**src/mcuup_pkg.sv**
```systemverilog
// Package for the 4:2:0 MCU upsampler: payload types, constants and helper functions.
package mcuup_pkg;

  // Coordinate width of the produced pixel position
  localparam int COORD_BITS = 12;

  // Depth of the queue between front and back
  localparam int QDEPTH = 4;
  localparam int QPTR_W = $clog2(QDEPTH);

  // Sample kinds
  localparam logic [1:0] CMD_CB = 2'd0;
  localparam logic [1:0] CMD_CR = 2'd1;
  localparam logic [1:0] CMD_Y  = 2'd2;

  // Q16 colour conversion coefficients
  localparam logic signed [26:0] Q_CR_R = 27'sd91881;
  localparam logic signed [26:0] Q_CB_G = 27'sd22554;
  localparam logic signed [26:0] Q_CR_G = 27'sd46802;
  localparam logic signed [26:0] Q_CB_B = 27'sd116130;

  // Input item
  typedef struct packed {
    logic [1:0]        cmd;
    logic signed [11:0] sample;
    logic [5:0]        position;
    logic [1:0]        block_in_mcu;
  } in_t;

  // Result item
  typedef struct packed {
    logic [COORD_BITS-1:0] pixel_row;
    logic [COORD_BITS-1:0] pixel_col;
    logic [7:0]            red;
    logic [7:0]            green;
    logic [7:0]            blue;
    logic                  end_of_mcu;
  } out_t;

  // One luma pixel with its co-sited chroma, as queued for conversion
  typedef struct packed {
    logic [7:0]            y;
    logic [7:0]            cb;
    logic [7:0]            cr;
    logic [COORD_BITS-1:0] prow;
    logic [COORD_BITS-1:0] pcol;
    logic                  last;
  } work_t;

  // Queue status seen by the front, the back and the top level
  typedef struct packed {
    logic full;
    logic empty;
  } qstat_t;

  // Level shift by 128 and clamp to 0..255
  function automatic logic [7:0] level_clamp(input logic signed [11:0] sample);
    logic signed [12:0] s;
    s = 13'(sample) + 13'sd128;
    if (s < 0) begin
      return 8'd0;
    end else if (s > 13'sd255) begin
      return 8'd255;
    end
    return s[7:0];
  endfunction

  // Clamp a shifted colour sum to 0..255
  function automatic logic [7:0] clamp8(input logic signed [10:0] v);
    if (v < 0) begin
      return 8'd0;
    end else if (v > 11'sd255) begin
      return 8'd255;
    end
    return v[7:0];
  endfunction

  // Fit a 12-bit coordinate to the coordinate width
  function automatic logic [COORD_BITS-1:0] coord_fit(input logic [11:0] v);
    logic [15:0] w;
    w = {4'b0, v};
    return w[COORD_BITS-1:0];
  endfunction

endpackage

```
**src/mcuup_front.sv**
```systemverilog
// Front end: accepts items, stores chroma, tracks MCU position and fetches co-sited chroma.
module mcuup_front (
  input  logic             clk,
  input  logic             rst,
  input  logic             cfg_we,
  input  logic [8:0]       cfg_data,
  input  logic             in_valid,
  output logic             in_stall,
  input  mcuup_pkg::in_t   in_item,
  output logic             push,
  output mcuup_pkg::work_t push_item,
  input  mcuup_pkg::qstat_t qstat
);

  logic [7:0] cb_mem [64];
  logic [7:0] cr_mem [64];
  logic [7:0] cb_rd;
  logic [7:0] cr_rd;

  logic [8:0] mcus_per_row;
  logic [7:0] mcu_column;
  logic [7:0] mcu_row;

  logic                            s1_valid;
  logic [7:0]                      s1_y;
  logic [mcuup_pkg::COORD_BITS-1:0] s1_prow;
  logic [mcuup_pkg::COORD_BITS-1:0] s1_pcol;
  logic                            s1_last;

  logic       s1_en;
  logic       accept;
  logic       is_y;
  logic       last;
  logic [7:0] level;
  logic [5:0] cidx;

  // Handshake and item decode
  always_comb begin
    s1_en    = !s1_valid || !qstat.full;
    in_stall = !s1_en;
    accept   = in_valid && !in_stall;
    is_y     = (in_item.cmd == mcuup_pkg::CMD_Y);
    level    = mcuup_pkg::level_clamp(in_item.sample);
    last     = (in_item.block_in_mcu == 2'd3) && (in_item.position == 6'd63);
    cidx     = {in_item.block_in_mcu[1], in_item.position[5:4],
                in_item.block_in_mcu[0], in_item.position[2:1]};
  end

  // Chroma stores: write on chroma items, registered read on luma items
  always_ff @(posedge clk) begin
    if (accept && in_item.cmd == mcuup_pkg::CMD_CB) begin
      cb_mem[in_item.position] <= level;
    end
    if (accept && in_item.cmd == mcuup_pkg::CMD_CR) begin
      cr_mem[in_item.position] <= level;
    end
    if (accept && is_y) begin
      cb_rd <= cb_mem[cidx];
      cr_rd <= cr_mem[cidx];
    end
  end

  // Luma stage register
  always_ff @(posedge clk) begin
    if (rst) begin
      s1_valid <= 1'b0;
    end else if (s1_en) begin
      s1_valid <= accept && is_y;
    end
  end

  always_ff @(posedge clk) begin
    if (accept && is_y) begin
      s1_y    <= level;
      s1_prow <= mcuup_pkg::coord_fit({mcu_row, in_item.block_in_mcu[1],
                                       in_item.position[5:3]});
      s1_pcol <= mcuup_pkg::coord_fit({mcu_column, in_item.block_in_mcu[0],
                                       in_item.position[2:0]});
      s1_last <= last;
    end
  end

  // MCU position counters; a register write restarts them
  always_ff @(posedge clk) begin
    if (rst) begin
      mcus_per_row <= 9'd1;
      mcu_column   <= 8'd0;
      mcu_row      <= 8'd0;
    end else if (cfg_we) begin
      mcus_per_row <= cfg_data;
      mcu_column   <= 8'd0;
      mcu_row      <= 8'd0;
    end else if (accept && is_y && last) begin
      if (({1'b0, mcu_column} + 9'd1 == mcus_per_row) || (mcu_column == 8'hFF)) begin
        mcu_column <= 8'd0;
        mcu_row    <= mcu_row + 8'd1;
      end else begin
        mcu_column <= mcu_column + 8'd1;
      end
    end
  end

  // Transfer into the queue
  always_comb begin
    push           = s1_valid && !qstat.full;
    push_item.y    = s1_y;
    push_item.cb   = cb_rd;
    push_item.cr   = cr_rd;
    push_item.prow = s1_prow;
    push_item.pcol = s1_pcol;
    push_item.last = s1_last;
  end

endmodule

```
**src/mcuup_queue.sv**
```systemverilog
// Short queue of luma work items between the front end and the colour converter.
module mcuup_queue (
  input  logic              clk,
  input  logic              rst,
  input  logic              push,
  input  mcuup_pkg::work_t  push_item,
  input  logic              pop,
  output mcuup_pkg::work_t  head,
  output mcuup_pkg::qstat_t qstat
);

  mcuup_pkg::work_t               slots [mcuup_pkg::QDEPTH];
  logic [mcuup_pkg::QPTR_W-1:0]   wr_ptr;
  logic [mcuup_pkg::QPTR_W-1:0]   rd_ptr;
  logic [mcuup_pkg::QPTR_W:0]     count;
  logic                           do_push;
  logic                           do_pop;

  always_comb begin
    qstat.full  = (count == (mcuup_pkg::QPTR_W+1)'(mcuup_pkg::QDEPTH));
    qstat.empty = (count == '0);
    do_push     = push && !qstat.full;
    do_pop      = pop && !qstat.empty;
    head        = slots[rd_ptr];
  end

  // Pointers and fill count
  always_ff @(posedge clk) begin
    if (rst) begin
      wr_ptr <= '0;
      rd_ptr <= '0;
      count  <= '0;
    end else begin
      if (do_push) begin
        wr_ptr <= wr_ptr + 1'b1;
      end
      if (do_pop) begin
        rd_ptr <= rd_ptr + 1'b1;
      end
      case ({do_push, do_pop})
        2'b10:   count <= count + 1'b1;
        2'b01:   count <= count - 1'b1;
        default: count <= count;
      endcase
    end
  end

  // Storage
  always_ff @(posedge clk) begin
    if (do_push) begin
      slots[wr_ptr] <= push_item;
    end
  end

endmodule

```
**src/mcuup_back.sv**
```systemverilog
// Back end: Q16 YCbCr to RGB conversion in two stages, a product stage and an output register.
module mcuup_back (
  input  logic              clk,
  input  logic              rst,
  input  mcuup_pkg::work_t  head,
  input  mcuup_pkg::qstat_t qstat,
  output logic              pop,
  output logic              out_valid,
  input  logic              out_stall,
  output mcuup_pkg::out_t   out_item
);

  // Product stage
  logic                             a_valid;
  logic [7:0]                       a_y;
  logic signed [26:0]               a_rr;
  logic signed [26:0]               a_gb;
  logic signed [26:0]               a_gr;
  logic signed [26:0]               a_bb;
  logic [mcuup_pkg::COORD_BITS-1:0] a_prow;
  logic [mcuup_pkg::COORD_BITS-1:0] a_pcol;
  logic                             a_last;

  logic              out_en;
  logic              a_en;
  logic signed [7:0] dcb;
  logic signed [7:0] dcr;
  logic signed [26:0] ys;
  logic signed [26:0] sum_r;
  logic signed [26:0] sum_g;
  logic signed [26:0] sum_b;

  always_comb begin
    out_en = !out_valid || !out_stall;
    a_en   = !a_valid || out_en;
    pop    = a_en && !qstat.empty;
    // chroma minus 128 is the chroma with its top bit flipped
    dcb    = $signed({~head.cb[7], head.cb[6:0]});
    dcr    = $signed({~head.cr[7], head.cr[6:0]});
  end

  always_ff @(posedge clk) begin
    if (rst) begin
      a_valid <= 1'b0;
    end else if (a_en) begin
      a_valid <= pop;
    end
  end

  always_ff @(posedge clk) begin
    if (pop) begin
      a_y    <= head.y;
      a_rr   <= 27'(dcr) * mcuup_pkg::Q_CR_R;
      a_gb   <= 27'(dcb) * mcuup_pkg::Q_CB_G;
      a_gr   <= 27'(dcr) * mcuup_pkg::Q_CR_G;
      a_bb   <= 27'(dcb) * mcuup_pkg::Q_CB_B;
      a_prow <= head.prow;
      a_pcol <= head.pcol;
      a_last <= head.last;
    end
  end

  // Sums, arithmetic shift by 16 and clamp
  always_comb begin
    ys    = $signed({3'b000, a_y, 16'h0000});
    sum_r = ys + a_rr;
    sum_g = ys - a_gb - a_gr;
    sum_b = ys + a_bb;
  end

  always_ff @(posedge clk) begin
    if (rst) begin
      out_valid <= 1'b0;
    end else if (out_en) begin
      out_valid <= a_valid;
    end
  end

  always_ff @(posedge clk) begin
    if (out_en && a_valid) begin
      out_item.pixel_row  <= a_prow;
      out_item.pixel_col  <= a_pcol;
      out_item.red        <= mcuup_pkg::clamp8(sum_r[26:16]);
      out_item.green      <= mcuup_pkg::clamp8(sum_g[26:16]);
      out_item.blue       <= mcuup_pkg::clamp8(sum_b[26:16]);
      out_item.end_of_mcu <= a_last;
    end
  end

endmodule

```
**src/mcu_420_upsample_ycbcr_to_rgb_unit.sv**
```systemverilog
// Top level of the 4:2:0 MCU chroma upsampler and YCbCr to RGB converter.
//
// Input channel (in_valid / in_stall / in_item): one IDCT sample per transfer.
// Cb and Cr samples are level-shifted, clamped and stored by position; they
// produce no pixel. A luma sample produces one RGB pixel with its image row
// and column, using the co-sited chroma of its 2x2 quadrant. Unused sample
// kinds are taken and dropped.
// Output channel (out_valid / out_stall / out_item): one pixel per transfer.
// Configuration: cfg_we writes cfg_data to mcus_per_row and restarts the MCU
// counters; write only while the block is idle.
// Path: a luma sample passes the front register, the queue, the product stage
// and the output register, in that order.
// Throughput: one item per clock while in_stall is low.
// Reset: MCU counters to zero, mcus_per_row to 1, queue and pipeline empty;
// chroma stores hold nothing defined until written.
// A stall on the output holds the result; the four-entry queue absorbs the
// pipeline, then in_stall rises until the output drains.
module mcu_420_upsample_ycbcr_to_rgb_unit (
  input  logic            clk,
  input  logic            rst,
  input  logic            cfg_we,
  input  logic [8:0]      cfg_data,
  input  logic            in_valid,
  output logic            in_stall,
  input  mcuup_pkg::in_t  in_item,
  output logic            out_valid,
  input  logic            out_stall,
  output mcuup_pkg::out_t out_item
);

  logic              push;
  logic              pop;
  mcuup_pkg::work_t  push_item;
  mcuup_pkg::work_t  head;
  mcuup_pkg::qstat_t qstat;

  mcuup_front u_front (
    .clk       (clk),
    .rst       (rst),
    .cfg_we    (cfg_we),
    .cfg_data  (cfg_data),
    .in_valid  (in_valid),
    .in_stall  (in_stall),
    .in_item   (in_item),
    .push      (push),
    .push_item (push_item),
    .qstat     (qstat)
  );

  mcuup_queue u_queue (
    .clk       (clk),
    .rst       (rst),
    .push      (push),
    .push_item (push_item),
    .pop       (pop),
    .head      (head),
    .qstat     (qstat)
  );

  mcuup_back u_back (
    .clk       (clk),
    .rst       (rst),
    .head      (head),
    .qstat     (qstat),
    .pop       (pop),
    .out_valid (out_valid),
    .out_stall (out_stall),
    .out_item  (out_item)
  );

  // The queue is never full and empty at once
  a_queue_sane: assert property (@(posedge clk) disable iff (rst)
    !(qstat.full && qstat.empty))
    else $error("queue reports full and empty together");

  // Input back-pressure only arises once the queue holds items
  a_stall_cause: assert property (@(posedge clk) disable iff (rst)
    in_stall |-> !qstat.empty)
    else $error("input stalled with an empty queue");

  // No pixel appears straight after reset
  a_reset_empty: assert property (@(posedge clk)
    rst |=> !out_valid)
    else $error("output valid right after reset");

  // Nothing leaves an empty queue
  a_no_pop_empty: assert property (@(posedge clk) disable iff (rst)
    qstat.empty |-> !pop)
    else $error("pop from an empty queue");

endmodule
```
**config.mk**
```make
export PLATFORM = sky130hd
export DESIGN_NAME = mcu_420_upsample_ycbcr_to_rgb_unit
export DESIGN_NICKNAME = d
export VERILOG_FILES = /design/src/mcuup_pkg.sv /design/src/mcuup_front.sv /design/src/mcuup_queue.sv /design/src/mcuup_back.sv /design/src/mcu_420_upsample_ycbcr_to_rgb_unit.sv
export SDC_FILE = /design/constraint.sdc
export NUM_CORES = 2
export LEC_CHECK = 0
export BUFFER_PORTS_ARGS = -buffer_cell sky130_fd_sc_hd__buf_2
export CAP_MARGIN = 0
export CELL_PAD_IN_SITES_DETAIL_PLACEMENT = 1
export CELL_PAD_IN_SITES_GLOBAL_PLACEMENT = 2
export CORE_ASPECT_RATIO = 0.75
export CORE_MARGIN = 3
export CORE_UTILIZATION = 30
export CTS_CLUSTER_SIZE = 8
export DETAILED_ROUTE_END_ITERATION = 10
export GPL_TIMING_DRIVEN = 1
export PLACE_DENSITY_LB_ADDON = 0.1
export SETUP_SLACK_MARGIN = 0.4
export SLEW_MARGIN = 10
export SYNTH_ARGS = -nofsm -noshare
export SYNTH_HDL_FRONTEND = slang
export SYNTH_SLANG_ARGS = --single-unit
```
**constraint.sdc**
```tcl
create_clock -name clk -period 7.9 [get_ports clk]
set_input_delay 0.79 -clock clk [delete_from_list [all_inputs] [get_ports clk]]
set_output_delay 0.79 -clock clk [all_outputs]
set_load 0.02 [all_outputs]
```
Word level (Yosys, flattened, before mapping) --
Memory sizes are Yosys's and may differ from the RTL's. A register that Yosys moved wholly into a read port is not among the register bits. Index checks and enable logic that the tools add are counted.
Storage, ports and cells: register bits 255, bits in writable memories 1220, bits of input ports 36, memories 3
Operators by class: $add $sub $neg 12, multipliers 4, $lt $le $gt $ge 8, eq/ne operators 9, mux-type cells 33, bitwise logic cells 2, reductions and logical operators 27
Memory list:
- u_front.cb_mem | words 64, width 8, read ports 1, clocked after memory_dff 1, write ports 1, RTL line mcuup_front.sv:15 | logic [7:0] cb_mem [64];
- u_front.cr_mem | words 64, width 8, read ports 1, clocked after memory_dff 1, write ports 1, RTL line mcuup_front.sv:16 | logic [7:0] cr_mem [64];
- u_queue.slots | words 4, width 49, read ports 1, clocked after memory_dff 1, write ports 1, RTL line mcuup_queue.sv:12 | mcuup_pkg::work_t slots [mcuup_pkg::QDEPTH];
Operator list (number):
- 8-bit 2-to-1 mux | 13
- 25-bit by 27-bit adder with 27-bit output | 2
- 11-bit by 9-bit greater-than comparator with 1-bit output (second input constant) | 3
- 11-bit by 1-bit < comparator with 1-bit output (second input constant) | 3
- 25-bit by 27-bit subtractor with 27-bit output | 1
- 27-bit subtractor | 1
- 8-bit by 18-bit multiplier with 26-bit output (second input constant) | 1
- 8-bit by 17-bit multiplier with 25-bit output (second input constant) | 1
- 8-bit by 16-bit multiplier with 24-bit output (second input constant) | 1
- 8-bit by 15-bit multiplier with 23-bit output (second input constant) | 1
- 1-bit 2-to-1 mux | 17
- 8-bit by 1-bit adder with 8-bit output (second input constant) | 2
- 12-bit by 9-bit adder with 13-bit output (second input constant) | 1
- 13-bit by 9-bit greater-than comparator with 1-bit output (second input constant) | 1
- 13-bit by 1-bit < comparator with 1-bit output (second input constant) | 1
- 1-bit logical AND | 11
- 8-bit by 1-bit adder with 9-bit output (second input constant) | 1
- 9-bit == test | 1
- 8-bit == test (second input constant) | 1
- 1-bit zero test | 7
- 2-bit == test (second input constant) | 3
- 6-bit == test (second input constant) | 1
- 3-bit one-hot mux with 2 select lines | 1
- 2-bit by 1-bit adder with 2-bit output (second input constant) | 2
- other kinds (12) | 18

Longest topological paths before layout --
depth after elaboration 7, gate-level depth with buffers 21

By module --
Synthesis repeated with hierarchy kept, for this count alone.
Second synthesis, totals: cells, all modules 3755, area total of the unflattened synthesis 64310.4 µm²
By module, submodules not included:
- mcuup_front | times used 1, cells each 2224, area an instance 43191.4 µm²
- mcuup_back | times used 1, cells each 1221, area an instance 13556.8 µm²
- mcuup_queue | times used 1, cells each 310, area an instance 7562.3 µm²

Least setup slack after synthesis --
Ideal clock, no wire load.
path kind input to register, start input out_stall, end register u_queue.count[2] (netlist bit), setup time 0.071 ns, arrival time 7.765 ns, required time 7.829 ns, path slack 0.064 ns, stages on the path 7, path through a31oi_1 -> ha_1 -> inv_1 -> fa_1 -> xor2_1 -> or3_1 -> a21oi_1
Between the ends: word-level cells in the longest chain between the ends 7, elaborated cells on any way between the ends 9, those cells by class eq/ne: 2; mux: 1; reduce/logical: 6
RTL lines:
- start: declaration | RTL line mcu_420_upsample_ycbcr_to_rgb_unit.sv:27 | input logic out_stall,
- 1-bit zero test * | RTL line mcuup_back.sv:34 | out_en = !out_valid || !out_stall;
- 1-bit logical OR * | RTL line mcuup_back.sv:34
- 1-bit logical OR * | RTL line mcuup_back.sv:35 | a_en = !a_valid || out_en;
- 1-bit logical AND * | RTL line mcuup_back.sv:36 | pop = a_en && !qstat.empty;
- 1-bit logical AND * | RTL line mcuup_queue.sv:23 | do_pop = pop && !qstat.empty;
- 2-bit by 1-bit == test with 1-bit output / 2-bit == test (equally long branches) | RTL line mcuup_queue.sv:40 | case ({do_push, do_pop})
- 3-bit one-hot mux with 2 select lines / 2-bit nonzero test (equally long branches)
- end signal: assignment | RTL line mcuup_queue.sv:41 | 2'b10: count <= count + 1'b1;
- end signal: assignment | RTL line mcuup_queue.sv:42 | 2'b01: count <= count - 1'b1;
- end signal: assignment | RTL line mcuup_queue.sv:43 | default: count <= count;
- end: declaration | RTL line mcuup_queue.sv:15 | logic [mcuup_pkg::QPTR_W:0] count;
Mark *: on every way between the ends. The rest lies on a longest branch, timed or not. A chain may end at the register's enable or synchronous reset.

==> impl_results.md <==
- Min-Delay Path Class: primary input to flip-flop
- Clock Latency Late Sink: between 0.8 and 0.9 ns
- DRC marker count from the first detailed-route iteration: roughly 2.5k
- Slew HR: 21.5%
- CP startpoint kind: flip-flop
- Slowest stage delay, CP: roughly 0.8 ns
- Most common cell after layout, fill and taps aside: edfxtp_1
- Hold Crit Start: cfg_data[0]
- Status: finished, final reports clean
- Max FO, Critical Path: 18
- Leakage: roughly 25 nW
- Reg power frac: 29.1%
- GP Congestion: approximately 0.76
- Pre-antenna DRT Iters: 5
- Final core utilization: a little over a third
- Grt ovf: 0
- Clock root buffer: clkbuf_16
- Pwr/cell area: roughly 480 nW/um^2
- Commonest non-fill, non-tap cells in the layout: edfxtp_1 (1,418), mux4_2 (376), inv_1 (294)
- Core Region: 209,000 um^2
- Final Cycle Share: ~83%
- Tmin final: around 6.6 ns
- Final setup TNS: 0 ns
- Combinational Power Share: just under 50%
- Cells after DPL: 6,243
- Rows: 145
- Die H: approximately 400 um
- Remaining DRCs: 0
- Flops & latches, synth: about 1.5k
- Post-Syn Area: 63,600 um^2
- Seq/Total Area, Yosys: 68.2%
- Required time worst endpoint: 8.43 ns
- Crit-path cells: mux4_2 -> inv_1 -> ha_1 -> fa_1 -> inv_1 -> fa_1 -> fa_1 -> inv_1 -> ha_1 -> a211o_1 -> o21bai_1 -> a211o_1 -> a2111oi_0 -> nor3_1 -> nor3_1 -> nor2_1 -> xnor2_1
- Distinct cells, synth: 67
- Quantity of I/O buffers inserted on ports: between 80 and 90
- Drt wl/cell: 26.0 um
- Max Root-Sink Buffers: 3
- Vias in the first global route: between 30k and 40k
- Clk pwr share: a little under a quarter
- Fill count: 20.7k
- Mux cell area share after synthesis: between 10 and 15%
- Worst Skew: just under 0.07 ns
- Antenna violations before repair: 18
- Critical Path AT: 7.12 ns
- WS Path Type: flip-flop to flip-flop
- Die W: around 540 um
- Vias: between 30k and 40k
- Fin. max-slew vios: 0
- Synth Area in Compound Gates: about 2.8%
- Number of routed nets with antenna violations: 0
- Total Power: roughly 35 mW
- Dominant synthesized flop cell: edfxtp_1
- Syn_nets: 3,836
- Detailed placement HPWL: 111,000 um
- Post-Layout Cell Count: about 6.5k
- Max VDD drop: between 0.0004 and 0.0005 V
- Reg clk slew, reported paths: approximately 0.05 ns
- Crit path max-delay family: adder cells
- Largest net degree at the start of global routing: around 110
- Final Hold Fails: 0
- Area grow syn2layout: 15.2%
- Post-CTS Setup Bufs: 0
- Die area: approximately 220,000 um^2
- GRT Total Usage: approximately 16%
- CTS tree: yes
- First-pass GRT wire length: 250,000 um
- Share of layout cells above drive strength 1: 20.3%
- CTS Hold Bufs: 0
- Total Wirelength: around 170,000 um
- Simple-Gate Fraction of Synth Area: under 10%
- Number of synthesized flops with an enable pin: 1,418
- NetSw: roughly 14 mW
- Crit-path slowest cell: a2111oi_0
- Yosys warns: 0
- Avg Vias per Cell: between 4 and 5
- Gate Count Post-Synth: between 3k and 4k
- CTS buffer count: 202
- Fin nets: between 4k and 5k
- Sw frac: 39.3%
- Multi-input logic area: 18,800 um^2
- Worst Setup End Kind: flip-flop
- Worst-case hold slack: roughly 0.19 ns
- WP buf/inv: 3
- Worst-Margin Slew: roughly 1.2 ns
- Num Clock Sinks: between 1k and 1.5k
- I/O Pins: 87
- Unrepaired setup endpoints after global routing: false
- Post-Synth Adder-Cell Area: under 10%
- Largest family of logic cells by synthesized area: multiplexers
- Final setup violation count: 0
- Post-CTS sizing: 0
- Pint: around 21 mW
- Max-Cap Viols: 0
- Max Fclk: around 0.15 GHz
- Syn_area_per_cell: 18.5 um^2
- FFs w/ async S/R, synth: 0%
- FF+latch area: ~43,000 um^2
- XOR/XNOR share of the synthesized area: between 1 and 1.5%
- H-tree Lvls: 4
- Effective utilization at floorplan: a little under a third
registers in the layout (all words and copies together), names as in the netlist, 8 cells and up, named ones only:
| register | count |
|---|---|
| u_front.cr_mem | 512 |
| u_front.s1_pcol | 12 |
| u_back.a_gb | 23 |
| u_queue.slots | 196 |
| u_back.a_pcol | 12 |
| u_back.a_bb | 10 |
| u_back.a_prow | 12 |
| u_front.cb_rd | 8 |
| u_front.mcu_column | 8 |
| u_front.s1_prow | 12 |
| u_front.mcu_row | 8 |
| u_front.cr_rd | 8 |
| u_front.mcus_per_row | 9 |
| u_front.s1_y | 8 |
| u_back.a_rr | 17 |
| u_back.out_item | 49 |
| u_front.cb_mem | 512 |
| u_back.a_y | 8 |
| u_back.a_gr | 17 |
worst reg2reg max path, cell delays in order (launching register included):
cell,delay [ns]
dfxtp_4,0.58
mux4_2,0.71
inv_1,0.35
ha_1,0.35
fa_1,0.51
inv_1,0.06
fa_1,0.48
fa_1,0.55
inv_1,0.04
ha_1,0.33
a211o_1,0.29
o21bai_1,0.17
a211o_1,0.33
a2111oi_0,0.78
nor3_1,0.20
nor3_1,0.31
nor2_1,0.10
xnor2_1,0.14
power by group through the flow:
stage / combinational [mW] / clock [mW] / sequential [mW]
after floorplan: 11.8 / 0 / 10.3
after global placement: 16.9 / 0 / 10.3
after detailed placement: 17.0 / 0 / 10.3
after CTS: 17.2 / 8.20 / 10.2
after global routing: 19.4 / 8.52 / 10.2
final: 16.8 / 7.91 / 10.2
worst paths after layout:
path | endpoint | slack [ns] | cells past startpoint
max | u_back.a_rr[23] | 1.31 | 17
max reg2reg | u_back.a_rr[23] | 1.31 | 17
min reg2reg | u_back.out_item[38] | 0.42 | 0
min | u_front.mcus_per_row[0] | 0.19 | 2
routing by layer:
layer / vias up / global-route usage, % / wire length [um]
li1: 13900 / - / -
met1: 17100 / 23.9 / 84100
met2: 676 / 23.4 / 74700
met3: 217 / 3.02 / 8040
met4: 2 / 3.34 / 2900
met5: - / 0 / 12
synth_stat cells (3+ instances only):
cell / number / area share [%]
nor2b_1: 12 / 0.12
o21a_1: 20 / 0.24
xnor2_1: 59 / 0.81
nor3_1: 29 / 0.23
a221oi_1: 6 / 0.083
nand3_1: 17 / 0.13
clkbuf_1: 59 / 0.35
nor2_1: 235 / 1.4
buf_1: 42 / 0.25
o21bai_1: 19 / 0.22
buf_2: 14 / 0.11
a211o_1: 10 / 0.14
a21boi_1: 3 / 0.035
o211ai_1: 15 / 0.18
edfxtp_1: 1418 / 67
mux2i_1: 21 / 0.33
mux4_2: 376 / 13
nand4b_1: 3 / 0.041
a21o_1: 24 / 0.28
o21ai_1: 12 / 0.095
o2111ai_1: 5 / 0.069
a211oi_1: 8 / 0.095
ha_1: 255 / 5.0
nand2_1: 76 / 0.45
fa_1: 103 / 3.2
mux2_2: 7 / 0.12
or2_2: 4 / 0.039
nand4_1: 12 / 0.12
and2_1: 13 / 0.13
a2111oi_0: 4 / 0.055
inv_1: 295 / 1.7
o21ai_0: 37 / 0.29
a22oi_1: 3 / 0.035
o221a_1: 3 / 0.053
dfxtp_1: 37 / 1.2
xor2_1: 37 / 0.51
and3_1: 14 / 0.14
nand2b_1: 12 / 0.12
a31oi_1: 9 / 0.089
a21oi_1: 67 / 0.53
nand3b_1: 3 / 0.035
nor4_1: 3 / 0.030
or3_1: 8 / 0.079
metrics by stage:
step / instance area (um^2) / setup slack [ns]
after floorplan: 63600 / 1.42
after global placement: 67500 / 1.08
after detailed placement: 67500 / 1.07
after CTS: 73200 / 1.07
after global routing: 73200 / 0.740
final: 73200 / 1.31
logic make-up (layout without fill, tap and decap cells):
family | count (synthesis) | count (layout)
simple gates | 450 | 450
other cells | 0 | 3
xor+xnor | 96 | 96
mux | 404 | 404
fa+ha+maj | 358 | 358
compound gates | 268 | 268
flops | 1455 | 1455
buf+inv | 411 | 691
cell type report:
cell class	instances	share of cell area, %
antenna	3	0.0103
clock buffer	253	7.20
clock inverter	19	0.588
inverter	295	1.51
multi-input combinational	1576	25.6
sequential	1455	59.2
tap	2793	4.77
timing repair buffer	124	1.10
(Power assumes the default switching activity.)
